==> src/rtl/core/bosa_pkg.sv <==
// Shared types and constants of the bounded edit-distance block.
// No dependencies; every other file imports this package.

package bosa_pkg;

	localparam int LEN_W  = 6;
	localparam int CHAR_W = 8;
	localparam int CUT_W  = 6;
	localparam int DIST_W = 7;

	typedef enum logic [1:0] {
		KIND_CLEAR_SRC  = 2'd0,
		KIND_APPEND_SRC = 2'd1,
		KIND_APPEND_TGT = 2'd2,
		KIND_COMPUTE    = 2'd3
	} kind_t;

	typedef struct packed {
		kind_t              kind;
		logic [CHAR_W-1:0]  char_code;
		logic [CUT_W-1:0]   cutoff;
	} in_item_t;

	typedef struct packed {
		logic [DIST_W-1:0]  distance;
		logic               over_bound;
	} out_item_t;

	typedef enum logic [2:0] {
		ST_IDLE,
		ST_START,
		ST_ROW_LOAD,
		ST_CELLS,
		ST_DRAIN,
		ST_ROW_END,
		ST_DONE
	} state_t;

	typedef enum logic [1:0] {
		RES_SENTINEL,
		RES_SUM,
		RES_LAST
	} res_sel_t;

	typedef struct packed {
		logic              take;
		logic              row_load;
		logic              cell_rd;
		logic              res_load;
		res_sel_t          res_sel;
		logic              out_load;
		logic [LEN_W-1:0]  row_i;
		logic [LEN_W-1:0]  col_j;
	} cmd_t;

	typedef struct packed {
		logic [LEN_W-1:0]  src_len;
		logic [LEN_W-1:0]  tgt_len;
		logic              reject;
		logic              trivial;
		logic              row_over;
		logic              out_busy;
	} sts_t;

endpackage

==> src/rtl/core/bosa_in_if.sv <==
// Input channel of the bounded edit-distance block: valid, ready and one item.
// Depends on bosa_pkg for the item type.

interface bosa_in_if import bosa_pkg::*; ();
	logic      valid;
	logic      ready;
	in_item_t  payload;

	modport source (output valid, output payload, input ready);
	modport sink (input valid, input payload, output ready);
endinterface

==> src/rtl/core/bosa_out_if.sv <==
// Result channel of the bounded edit-distance block: valid, ready and one item.
// Depends on bosa_pkg for the item type.

interface bosa_out_if import bosa_pkg::*; ();
	logic       valid;
	logic       ready;
	out_item_t  payload;

	modport source (output valid, output payload, input ready);
	modport sink (input valid, input payload, output ready);
endinterface

==> src/rtl/core/bosa_ctrl.sv <==
// Sequencer of the bounded edit-distance block: walks rows and columns of the
// dynamic programme and issues commands to the datapath. Depends on bosa_pkg.

module bosa_ctrl import bosa_pkg::*; (
	input  logic   clk,
	input  logic   arst_n,
	input  logic   in_valid,
	input  kind_t  in_kind,
	output logic   in_ready,
	input  sts_t   sts,
	output cmd_t   cmd
);

	state_t            state_q, state_d;
	logic [LEN_W-1:0]  i_q, i_d;
	logic [LEN_W-1:0]  j_q, j_d;

	always_ff @(posedge clk or negedge arst_n) begin
		if (!arst_n) begin
			state_q <= ST_IDLE;
			i_q     <= '0;
			j_q     <= '0;
		end else begin
			state_q <= state_d;
			i_q     <= i_d;
			j_q     <= j_d;
		end
	end

	always_comb begin
		state_d     = state_q;
		i_d         = i_q;
		j_d         = j_q;
		in_ready    = 1'b0;
		cmd         = '0;
		cmd.res_sel = RES_SENTINEL;
		cmd.row_i   = i_q;
		cmd.col_j   = j_q;
		case (state_q)
			ST_IDLE: begin
				in_ready = 1'b1;
				if (in_valid) begin
					cmd.take = 1'b1;
					if (in_kind == KIND_COMPUTE) begin
						state_d = ST_START;
					end
				end
			end
			ST_START: begin
				if (sts.reject) begin
					cmd.res_load = 1'b1;
					cmd.res_sel  = RES_SENTINEL;
					state_d      = ST_DONE;
				end else if (sts.trivial) begin
					cmd.res_load = 1'b1;
					cmd.res_sel  = RES_SUM;
					state_d      = ST_DONE;
				end else begin
					i_d     = LEN_W'(1);
					state_d = ST_ROW_LOAD;
				end
			end
			ST_ROW_LOAD: begin
				cmd.row_load = 1'b1;
				j_d          = LEN_W'(1);
				state_d      = ST_CELLS;
			end
			ST_CELLS: begin
				cmd.cell_rd = 1'b1;
				if (j_q == sts.tgt_len) begin
					state_d = ST_DRAIN;
				end else begin
					j_d = j_q + LEN_W'(1);
				end
			end
			ST_DRAIN: begin
				state_d = ST_ROW_END;
			end
			ST_ROW_END: begin
				if (sts.row_over) begin
					cmd.res_load = 1'b1;
					cmd.res_sel  = RES_SENTINEL;
					state_d      = ST_DONE;
				end else if (i_q == sts.src_len) begin
					cmd.res_load = 1'b1;
					cmd.res_sel  = RES_LAST;
					state_d      = ST_DONE;
				end else begin
					i_d     = i_q + LEN_W'(1);
					state_d = ST_ROW_LOAD;
				end
			end
			ST_DONE: begin
				if (!sts.out_busy) begin
					cmd.out_load = 1'b1;
					state_d      = ST_IDLE;
				end
			end
			default: begin
				state_d = ST_IDLE;
			end
		endcase
	end

endmodule

==> src/rtl/core/bosa_dp.sv <==
// Datapath of the bounded edit-distance block: string stores, row store,
// one-cell update unit and the result register. Depends on bosa_pkg.

module bosa_dp import bosa_pkg::*; #(
	parameter int MAX_LEN = 40
) (
	input  logic       clk,
	input  logic       arst_n,
	input  in_item_t   in_item,
	input  cmd_t       cmd,
	output sts_t       sts,
	input  logic       out_ready,
	output logic       out_valid,
	output out_item_t  out_item
);

	localparam int RA_W = $clog2(MAX_LEN + 1);
	localparam int CA_W = (MAX_LEN > 1) ? $clog2(MAX_LEN) : 1;
	localparam logic [LEN_W-1:0] LEN_MAX = LEN_W'(MAX_LEN);

	// One column of the row store: the value two rows back and one row back.
	typedef struct packed {
		logic [LEN_W-1:0] tb;
		logic [LEN_W-1:0] ob;
	} row_ent_t;

	logic [CHAR_W-1:0] src_mem [MAX_LEN];
	logic [CHAR_W-1:0] tgt_mem [MAX_LEN];
	row_ent_t          row_mem [MAX_LEN+1];

	logic [LEN_W-1:0]  src_len_q, tgt_len_q;
	logic              src_ovf_q, tgt_ovf_q;
	logic [CUT_W-1:0]  cutoff_q;

	logic [CHAR_W-1:0] src_rd_q, prev_sc_q, tgt_rd_q, tgt_prev_q;
	row_ent_t          row_rd_q;
	logic [LEN_W-1:0]  j_s1;
	logic              first_s1, valid_s1;

	logic [LEN_W-1:0]  i_q, ob_prev_q, now_q, tb1_q, tb2_q, row_min_q;
	logic [DIST_W-1:0] res_q;
	logic              out_valid_q;
	out_item_t         out_item_q;

	logic              app_src, app_tgt;
	logic [LEN_W-1:0]  diff, src_addr_w, tgt_addr_w;
	logic [LEN_W-1:0]  ob_j, v;
	logic              sub, trans;
	logic [DIST_W-1:0] cand_a, cand_b, cand_c, cand_d, m_ab, m_abc, v_full;
	logic [DIST_W-1:0] sentinel, sum, res_next;
	logic              res_over;

	assign app_src = cmd.take && (in_item.kind == KIND_APPEND_SRC);
	assign app_tgt = cmd.take && (in_item.kind == KIND_APPEND_TGT);

	assign diff = (src_len_q >= tgt_len_q) ? (src_len_q - tgt_len_q)
	                                       : (tgt_len_q - src_len_q);

	assign sts.src_len  = src_len_q;
	assign sts.tgt_len  = tgt_len_q;
	assign sts.reject   = src_ovf_q || tgt_ovf_q || (diff > cutoff_q);
	assign sts.trivial  = (src_len_q == '0) || (tgt_len_q == '0);
	assign sts.row_over = row_min_q > cutoff_q;
	assign sts.out_busy = out_valid_q && !out_ready;

	assign src_addr_w = cmd.row_i - LEN_W'(1);
	assign tgt_addr_w = cmd.col_j - LEN_W'(1);

	// String stores.
	always_ff @(posedge clk) begin
		if (app_src && (src_len_q < LEN_MAX)) begin
			src_mem[src_len_q[CA_W-1:0]] <= in_item.char_code;
		end
		if (cmd.row_load) begin
			src_rd_q  <= src_mem[src_addr_w[CA_W-1:0]];
			prev_sc_q <= src_rd_q;
		end
	end

	always_ff @(posedge clk) begin
		if (app_tgt && (tgt_len_q < LEN_MAX)) begin
			tgt_mem[tgt_len_q[CA_W-1:0]] <= in_item.char_code;
		end
		if (cmd.cell_rd) begin
			tgt_rd_q <= tgt_mem[tgt_addr_w[CA_W-1:0]];
		end
	end

	// Row store: column j is read in the cycle before its update and rewritten
	// with the row that was just finished shifted in.
	always_ff @(posedge clk) begin
		if (cmd.cell_rd) begin
			row_rd_q <= row_mem[cmd.col_j[RA_W-1:0]];
			j_s1     <= cmd.col_j;
			first_s1 <= (cmd.col_j == LEN_W'(1));
		end
		if (valid_s1) begin
			row_mem[j_s1[RA_W-1:0]] <= '{tb: ob_j, ob: v};
		end
	end

	// Cell update. The first row has no stored predecessor, so the values it
	// takes from the row above are the column numbers themselves.
	always_comb begin
		ob_j   = (i_q == LEN_W'(1)) ? j_s1 : row_rd_q.ob;
		sub    = (src_rd_q != tgt_rd_q);
		trans  = (i_q != LEN_W'(1)) && !first_s1 && (src_rd_q == tgt_prev_q) &&
		         (prev_sc_q == tgt_rd_q);
		cand_a = DIST_W'(ob_j) + DIST_W'(1);
		cand_b = DIST_W'(now_q) + DIST_W'(1);
		cand_c = DIST_W'(ob_prev_q) + DIST_W'(sub);
		cand_d = DIST_W'(tb2_q) + DIST_W'(1);
		m_ab   = (cand_a < cand_b) ? cand_a : cand_b;
		m_abc  = (m_ab < cand_c) ? m_ab : cand_c;
		v_full = (trans && (cand_d < m_abc)) ? cand_d : m_abc;
		v      = v_full[LEN_W-1:0];
	end

	always_ff @(posedge clk) begin
		if (cmd.row_load) begin
			i_q       <= cmd.row_i;
			ob_prev_q <= cmd.row_i - LEN_W'(1);
			now_q     <= cmd.row_i;
			tb1_q     <= cmd.row_i - LEN_W'(2);
			row_min_q <= cmd.row_i;
		end else if (valid_s1) begin
			now_q      <= v;
			ob_prev_q  <= ob_j;
			tb2_q      <= tb1_q;
			tb1_q      <= row_rd_q.tb;
			tgt_prev_q <= tgt_rd_q;
			row_min_q  <= (v < row_min_q) ? v : row_min_q;
		end
	end

	// Result selection and saturation against the cutoff.
	assign sentinel = DIST_W'(cutoff_q) + DIST_W'(1);
	assign sum      = DIST_W'(src_len_q) + DIST_W'(tgt_len_q);
	assign res_over = res_q > DIST_W'(cutoff_q);

	always_comb begin
		case (cmd.res_sel)
			RES_SENTINEL: res_next = sentinel;
			RES_SUM:      res_next = sum;
			RES_LAST:     res_next = DIST_W'(now_q);
			default:      res_next = sentinel;
		endcase
	end

	always_ff @(posedge clk) begin
		if (cmd.take && (in_item.kind == KIND_COMPUTE)) begin
			cutoff_q <= in_item.cutoff;
		end
		if (cmd.res_load) begin
			res_q <= res_next;
		end
		if (cmd.out_load) begin
			out_item_q.distance   <= res_over ? sentinel : res_q;
			out_item_q.over_bound <= res_over;
		end
	end

	always_ff @(posedge clk or negedge arst_n) begin
		if (!arst_n) begin
			src_len_q   <= '0;
			tgt_len_q   <= '0;
			src_ovf_q   <= 1'b0;
			tgt_ovf_q   <= 1'b0;
			valid_s1    <= 1'b0;
			out_valid_q <= 1'b0;
		end else begin
			valid_s1 <= cmd.cell_rd;
			if (cmd.take && (in_item.kind == KIND_CLEAR_SRC)) begin
				src_len_q <= '0;
				src_ovf_q <= 1'b0;
			end else if (app_src) begin
				if (src_len_q < LEN_MAX) begin
					src_len_q <= src_len_q + LEN_W'(1);
				end else begin
					src_ovf_q <= 1'b1;
				end
			end
			if (cmd.out_load) begin
				tgt_len_q <= '0;
				tgt_ovf_q <= 1'b0;
			end else if (app_tgt) begin
				if (tgt_len_q < LEN_MAX) begin
					tgt_len_q <= tgt_len_q + LEN_W'(1);
				end else begin
					tgt_ovf_q <= 1'b1;
				end
			end
			if (cmd.out_load) begin
				out_valid_q <= 1'b1;
			end else if (out_ready) begin
				out_valid_q <= 1'b0;
			end
		end
	end

	assign out_valid = out_valid_q;
	assign out_item  = out_item_q;

endmodule

==> src/rtl/core/bounded_osa_edit_distance.sv <==
// Bounded optimal-string-alignment distance, one dynamic-programme cell a cycle.
// Clear and append items are taken back to back while the sequencer is idle.
// A compute item walks its n source rows over its m target columns; a rejected
// or empty case goes straight to its result.
// An early stop ends the compute after the first row whose minimum exceeds the cutoff.
// Reset clears lengths, overflow flags and the sequencer; string stores stay undefined.

module bounded_osa_edit_distance import bosa_pkg::*; #(
	parameter int MAX_LEN = 40
) (
	input  logic           clk,
	input  logic           arst_n,
	bosa_in_if.sink        in_ch,
	bosa_out_if.source     out_ch
);

	// The controller owns the row and column counters and the handshake on
	// the input side. It steps through the states start, row load, cells, drain and
	// row end, or from start straight to done, then hands the result to the output register.
	cmd_t       cmd;
	sts_t       sts;
	in_item_t   in_item;
	out_item_t  out_item;
	logic       out_valid;
	logic       in_ready;

	assign in_item = in_ch.payload;

	bosa_ctrl u_ctrl (
		.clk      (clk),
		.arst_n   (arst_n),
		.in_valid (in_ch.valid),
		.in_kind  (in_ch.payload.kind),
		.in_ready (in_ready),
		.sts      (sts),
		.cmd      (cmd)
	);

	// The datapath holds both strings, the row store that keeps two previous
	// rows per column, the single cell update unit and the result register.
	// The result register parts the two sides, so clear and append items are
	// taken while a finished result still waits for the consumer.
	bosa_dp #(
		.MAX_LEN (MAX_LEN)
	) u_dp (
		.clk       (clk),
		.arst_n    (arst_n),
		.in_item   (in_item),
		.cmd       (cmd),
		.sts       (sts),
		.out_ready (out_ch.ready),
		.out_valid (out_valid),
		.out_item  (out_item)
	);

	assign in_ch.ready    = in_ready;
	assign out_ch.valid   = out_valid;
	assign out_ch.payload = out_item;

endmodule

==> src/flat_wrapper.sv <==
// flat-port wrapper written by rule: the top's interface ports become plain ports
module bounded_osa_edit_distance_flat import bosa_pkg::*;
#(
	parameter int MAX_LEN = 40
)
  (clk, arst_n, in_ch_valid, in_ch_payload, in_ch_ready, out_ch_valid, out_ch_payload, out_ch_ready);
  bosa_in_if in_ch_i ();
  bosa_out_if out_ch_i ();
  input  logic clk;
  input  logic arst_n;
  input wire logic [$bits(in_ch_i.valid)-1:0] in_ch_valid;
  input wire logic [$bits(in_ch_i.payload)-1:0] in_ch_payload;
  output wire logic [$bits(in_ch_i.ready)-1:0] in_ch_ready;
  output wire logic [$bits(out_ch_i.valid)-1:0] out_ch_valid;
  output wire logic [$bits(out_ch_i.payload)-1:0] out_ch_payload;
  input wire logic [$bits(out_ch_i.ready)-1:0] out_ch_ready;
  assign in_ch_i.valid = in_ch_valid;
  assign in_ch_i.payload = in_ch_payload;
  assign in_ch_ready = in_ch_i.ready;
  assign out_ch_valid = out_ch_i.valid;
  assign out_ch_payload = out_ch_i.payload;
  assign out_ch_i.ready = out_ch_ready;
  bounded_osa_edit_distance #(.MAX_LEN(MAX_LEN)) u_core (.clk(clk), .arst_n(arst_n), .in_ch(in_ch_i), .out_ch(out_ch_i));
endmodule
==> config.mk <==
export PLATFORM = sky130hd
export DESIGN_NAME = bounded_osa_edit_distance_flat
export DESIGN_NICKNAME = d
export VERILOG_FILES = /design/src/rtl/core/bosa_pkg.sv /design/src/rtl/core/bosa_in_if.sv /design/src/rtl/core/bosa_out_if.sv /design/src/rtl/core/bosa_ctrl.sv /design/src/rtl/core/bosa_dp.sv /design/src/rtl/core/bounded_osa_edit_distance.sv /design/src/flat_wrapper.sv
export SDC_FILE = /design/constraint.sdc
export NUM_CORES = 2
export LEC_CHECK = 0
export ABC_AREA = 1
export BUFFER_PORTS_ARGS = -buffer_cell sky130_fd_sc_hd__buf_2
export CAP_MARGIN = 25
export CORE_ASPECT_RATIO = 1.75
export CORE_MARGIN = 3
export CORE_UTILIZATION = 70
export CTS_BUF_LIST = sky130_fd_sc_hd__clkbuf_8
export CTS_CLUSTER_SIZE = 14
export DETAILED_ROUTE_END_ITERATION = 12
export HOLD_SLACK_MARGIN = 0.12
export PLACE_DENSITY = 0.87
export SYNTH_ARGS = -nofsm -noshare
export SYNTH_HDL_FRONTEND = slang
export SYNTH_SLANG_ARGS = --single-unit
==> constraint.sdc <==
create_clock -name clk -period 21.8 [get_ports clk]
set_input_delay 0 -clock clk [delete_from_list [all_inputs] [get_ports clk]]
set_output_delay 0 -clock clk [all_outputs]
set_load 0.02 [all_outputs]
==> flow_summary_export.csv <==
group,metric,value,unit
status,status,"finished clean",
job,drv_cap,0,
sta,holdWs,0.135,ns
worst_setup_path,required,22.35,ns
sta,setup_viol,0,
placement,dp.cells,4940,
final_layout,postLayoutCellArea,0.0575,sq mm
worst_setup_path,worst_ep_arrival_time,9.63,ns
clock_network,clock_latency,0.90,ns
sta,slew-limit-headroom,14.8,%
worst_setup_path,crit_end,"u_core.u_dp.row_min_q[5]$_DFFE_PP_",
floorplan,num_rows,132,
floorplan,pin_count,30,
final_layout,final-instance-count-excl-fill,5277,
clock_network,clock_sinks,1271,
grt,grt-ovfl-total,0,
power_and_ir_drop,pwr_density_cell,161,mW/mm^2
final_layout,nets,4302,
placement,place.gp.congestion,1.00,
logic_synthesis,yosysWarningCount,0,
drt,wl_per_cell,26.0,microns
worst_setup_path,cp_common_cell,"nand2_1",
clock_network,cts_htree_levels,4,
drt,viasPerCell,6.76,
final_layout,utilization,77.4,%
sta,skew,0.0485,ns
grt,antenna_found_initial,1,
final_layout,syn_to_final_growth,8.92,%
worst_setup_path,slowest_delay,0.70,ns
power_and_ir_drop,leakagePower,19.5,nW
logic_synthesis,synth_top_area_share,70.5,%
sta,period_share,41.6,%
worst_setup_path,crit_family,"simple AND/OR/NAND/NOR gates",
worst_setup_path,r2r_end,"u_core.u_dp.row_min_q[5]$_DFFE_PP_",
floorplan,fp.dieW,214,microns
final_layout,drive_gt1_share,8.97,%
logic_synthesis,synth_area_leaders,"edfxtp_1 (71%), nor2_1 (5.5%), o21ai_0 (5.1%)",
sta,fin_crit,9.08,ns
grt,grt_usage,35.1,%
placement,placed_area,0.0541,sq mm
clock_network,cts_buffers,165,
drt,wirelength,137,mm
logic_synthesis,synth_edf_count,1240,
logic_synthesis,synth_cells,4121,
floorplan,core,0.0743,sq mm
logic_synthesis,synth_seq_cells,1271,
final_layout,fillers,4167,
logic_synthesis,synth_cell_types,56,
logic_synthesis,avgSynthCellArea,12.8,sq um
drt,via_count,35700,
drt,drc,0,
grt,grt_pass1_vias,35200,
logic_synthesis,async_flop_share,2.44,%
logic_synthesis,synth-main-ff-cell,"edfxtp_1",
clock_network,cts-root-buf,"clkbuf_8",
drt,dr.pass1.iters,6,
worst_setup_path,reg2reg_depth,38,
worst_setup_path,crit_path_start_kind,"register",
logic_synthesis,syn_area,0.0528,sq mm
sta,finalHoldViolCount,0,
clock_network,cts_tree,"built",
logic_synthesis,synth_nets,4221,
worst_setup_path,crit_slowest_cell,"inv_1",
grt,grt_start_max_net_pins,192,
floorplan,dieArea,0.0789,sq mm
clock_network,ctsHoldBuffers,32,
drt,drt_iter0_markers,4433,
floorplan,dieHeight,369,microns
worst_setup_path,r2r_slack,12.72,ns
min_path,hold_class,"input pin to asynchronous set/reset pin",
clock_network,clockBufferDepth,3,
worst_setup_path,cp-startpoint,"u_core.u_dp.i_q[1]$_DFFE_PP_",
placement,hpwlAfterDp,83.4,mm
drt,ant_nets,0,
clock_network,clk_pin_slew,0.08,ns
sta,final_max_slew_viol_count,0,
clock_network,cts_resized,0,
worst_setup_path,cp.depth,38,
sta,tns,0,ns
logic_synthesis,ys_seq_area_share,72.0,%
worst_setup_path,crit_buf_inv,4,
floorplan,initial_core_util,71.0,%
sta,worstMarginPinSlew,1.28,ns
clock_network,post_cts_buffers,0,
worst_setup_path,critPathKind,"register to register",
sta,rsz0062_at_grt,"false",
grt,grt_pass1_wl,205,mm
power_and_ir_drop,vdd_drop_max,0.000286,V
sta,fmax,110,MHz
logic_synthesis,yosysTopAreaCell,"edfxtp_1",
worst_setup_path,cp-end-kind,"register",
worst_setup_path,crit_path_max_fanout,43,
worst_setup_path,r2r_start,"u_core.u_dp.i_q[1]$_DFFE_PP_",
placement,io_buffers,29,
-- through the flow --
| stage | total power, mW | setup WS [ns] |
|---|---|---|
| finish | 9.29 | 12.72 |
| global route | 9.71 | 12.10 |
| CTS | 9.19 | 12.89 |
| detailed placement | 7.55 | 12.93 |
| global placement | 7.40 | 13.01 |
| floorplan | 6.08 | 12.97 |
-- report_power, final --
group          leakage (nW)  switching, mW  internal [mW]
clock network          1.76          0.868          0.777
registers              11.6          0.141           3.50
logic                  6.17           2.94           1.06
-- layout by cell type, fill, tap and decap left out, types with 28 or more instances in the layout --
cell,instances
edfxtp_1,1240
nor2_1,763
o21ai_0,535
nand2_1,269
inv_1,213
o22ai_1,183
clkbuf_8,166
nand3_1,119
buf_4,85
o221ai_1,77
ha_1,75
mux2i_1,50
o211ai_1,50
clkinv_1,46
a21oi_1,40
o32ai_1,32
a221oi_1,31
dlygate4sd3_1,31
xor2_1,30
buf_2,29
dfrtp_1,28
-- worst min-delay path, stage by stage --
cell	delay, ns
dlygate4sd3_1	0.51
dlygate4sd3_1	0.53
buf_2	0.13
buf_12	0.21
-- metal layers --
| metal | share of wire, % | track usage (%) | vias up | wire (microns) |
|---|---|---|---|---|
| met5 | 0 | 0 | - | 0 |
| met4 | 9.1 | 27.3 | 0 | 12500 |
| met3 | 9.0 | 7.06 | 611 | 12400 |
| met2 | 51 | 59.2 | 2418 | 69800 |
| met1 | 31 | 38.6 | 17100 | 42800 |
| li1 | - | - | 15500 | - |
-- sequential cells by signal, summed over array words and instances (netlist names), 3 cells and up --
name and cells:
u_core.u_ctrl.i_q 6, u_core.u_ctrl.j_q 6, u_core.u_ctrl.state_q 3, u_core.u_dp.cutoff_q 6, u_core.u_dp.i_q 6, u_core.u_dp.j_s1 6
u_core.u_dp.now_q 6, u_core.u_dp.ob_prev_q 6, u_core.u_dp.out_item 8, u_core.u_dp.prev_sc_q 8, u_core.u_dp.res_q 7, u_core.u_dp.row_mem 492
u_core.u_dp.row_min_q 6, u_core.u_dp.row_rd_q 12, u_core.u_dp.src_len_q 6, u_core.u_dp.src_mem 320, u_core.u_dp.src_rd_q 8, u_core.u_dp.tb1_q 6
u_core.u_dp.tb2_q 6, u_core.u_dp.tgt_len_q 6, u_core.u_dp.tgt_mem 320, u_core.u_dp.tgt_prev_q 8, u_core.u_dp.tgt_rd_q 8
-- final cells by class --
type                       count  area [sq um]  area share, %
timing repair buffer         149          1190           2.07
clock inverter               136           744           1.29
tap                          938          1170           2.04
clock buffer                 166          2280           3.97
multi-input combinational   2451         13500           23.4
antenna                        2          5.00        0.00870
inverter                     164           627           1.09
sequential                  1271         38000           66.1
-- worst min path at each step --
stage,from,to,slack [ns],cells after the start
4_1_cts,arst_n,u_core.u_ctrl.state_q[2]$_DFFE_PN0P_,0.13,4
3_5_place_dp,arst_n,u_core.u_dp.out_valid$_DFFE_PN0P_,0.15,1
2_1_floorplan,arst_n,u_core.u_ctrl.i_q[0]$_DFFE_PN0P_,-0.30,0
5_1_grt,arst_n,u_core.u_ctrl.state_q[2]$_DFFE_PN0P_,0.18,4
3_3_place_gp,arst_n,u_core.u_dp.out_valid$_DFFE_PN0P_,0.14,1
6_report,arst_n,u_core.u_ctrl.i_q[3]$_DFFE_PN0P_,0.14,4
-- cells in the mapped netlist, drive strengths merged, types with 3 or more instances --
cell	n
nand3b	3
nand3	120
buf	21
xor2	31
o31ai	9
clkbuf	214
nand2	274
mux2i	50
clkinv	7
nand4	26
o22ai	183
nor4	15
o211ai	50
edfxtp	1240
nor2	786
o21ai	545
o21a	3
ha	77
o32ai	32
a21oi	45
fa	3
o221ai	77
a22o	24
o311ai	9
xnor2	16
nor3	16
a211oi	8
or2	5
dfrtp	31
inv	157
a221oi	31
-- logic make-up after synthesis --
logic type	after synthesis	synth area share, %
flip-flops	1271	72.0
multiplexers	50	0.948
buffers and inverters	399	2.90
adder cells (fa/ha/maj)	80	1.94
XOR/XNOR	47	0.794
AND/OR/NAND/NOR	1251	9.59
AO/OA/AOI/OAI	1023	11.8
No activity file was read; power rests on OpenSTA's default activity.
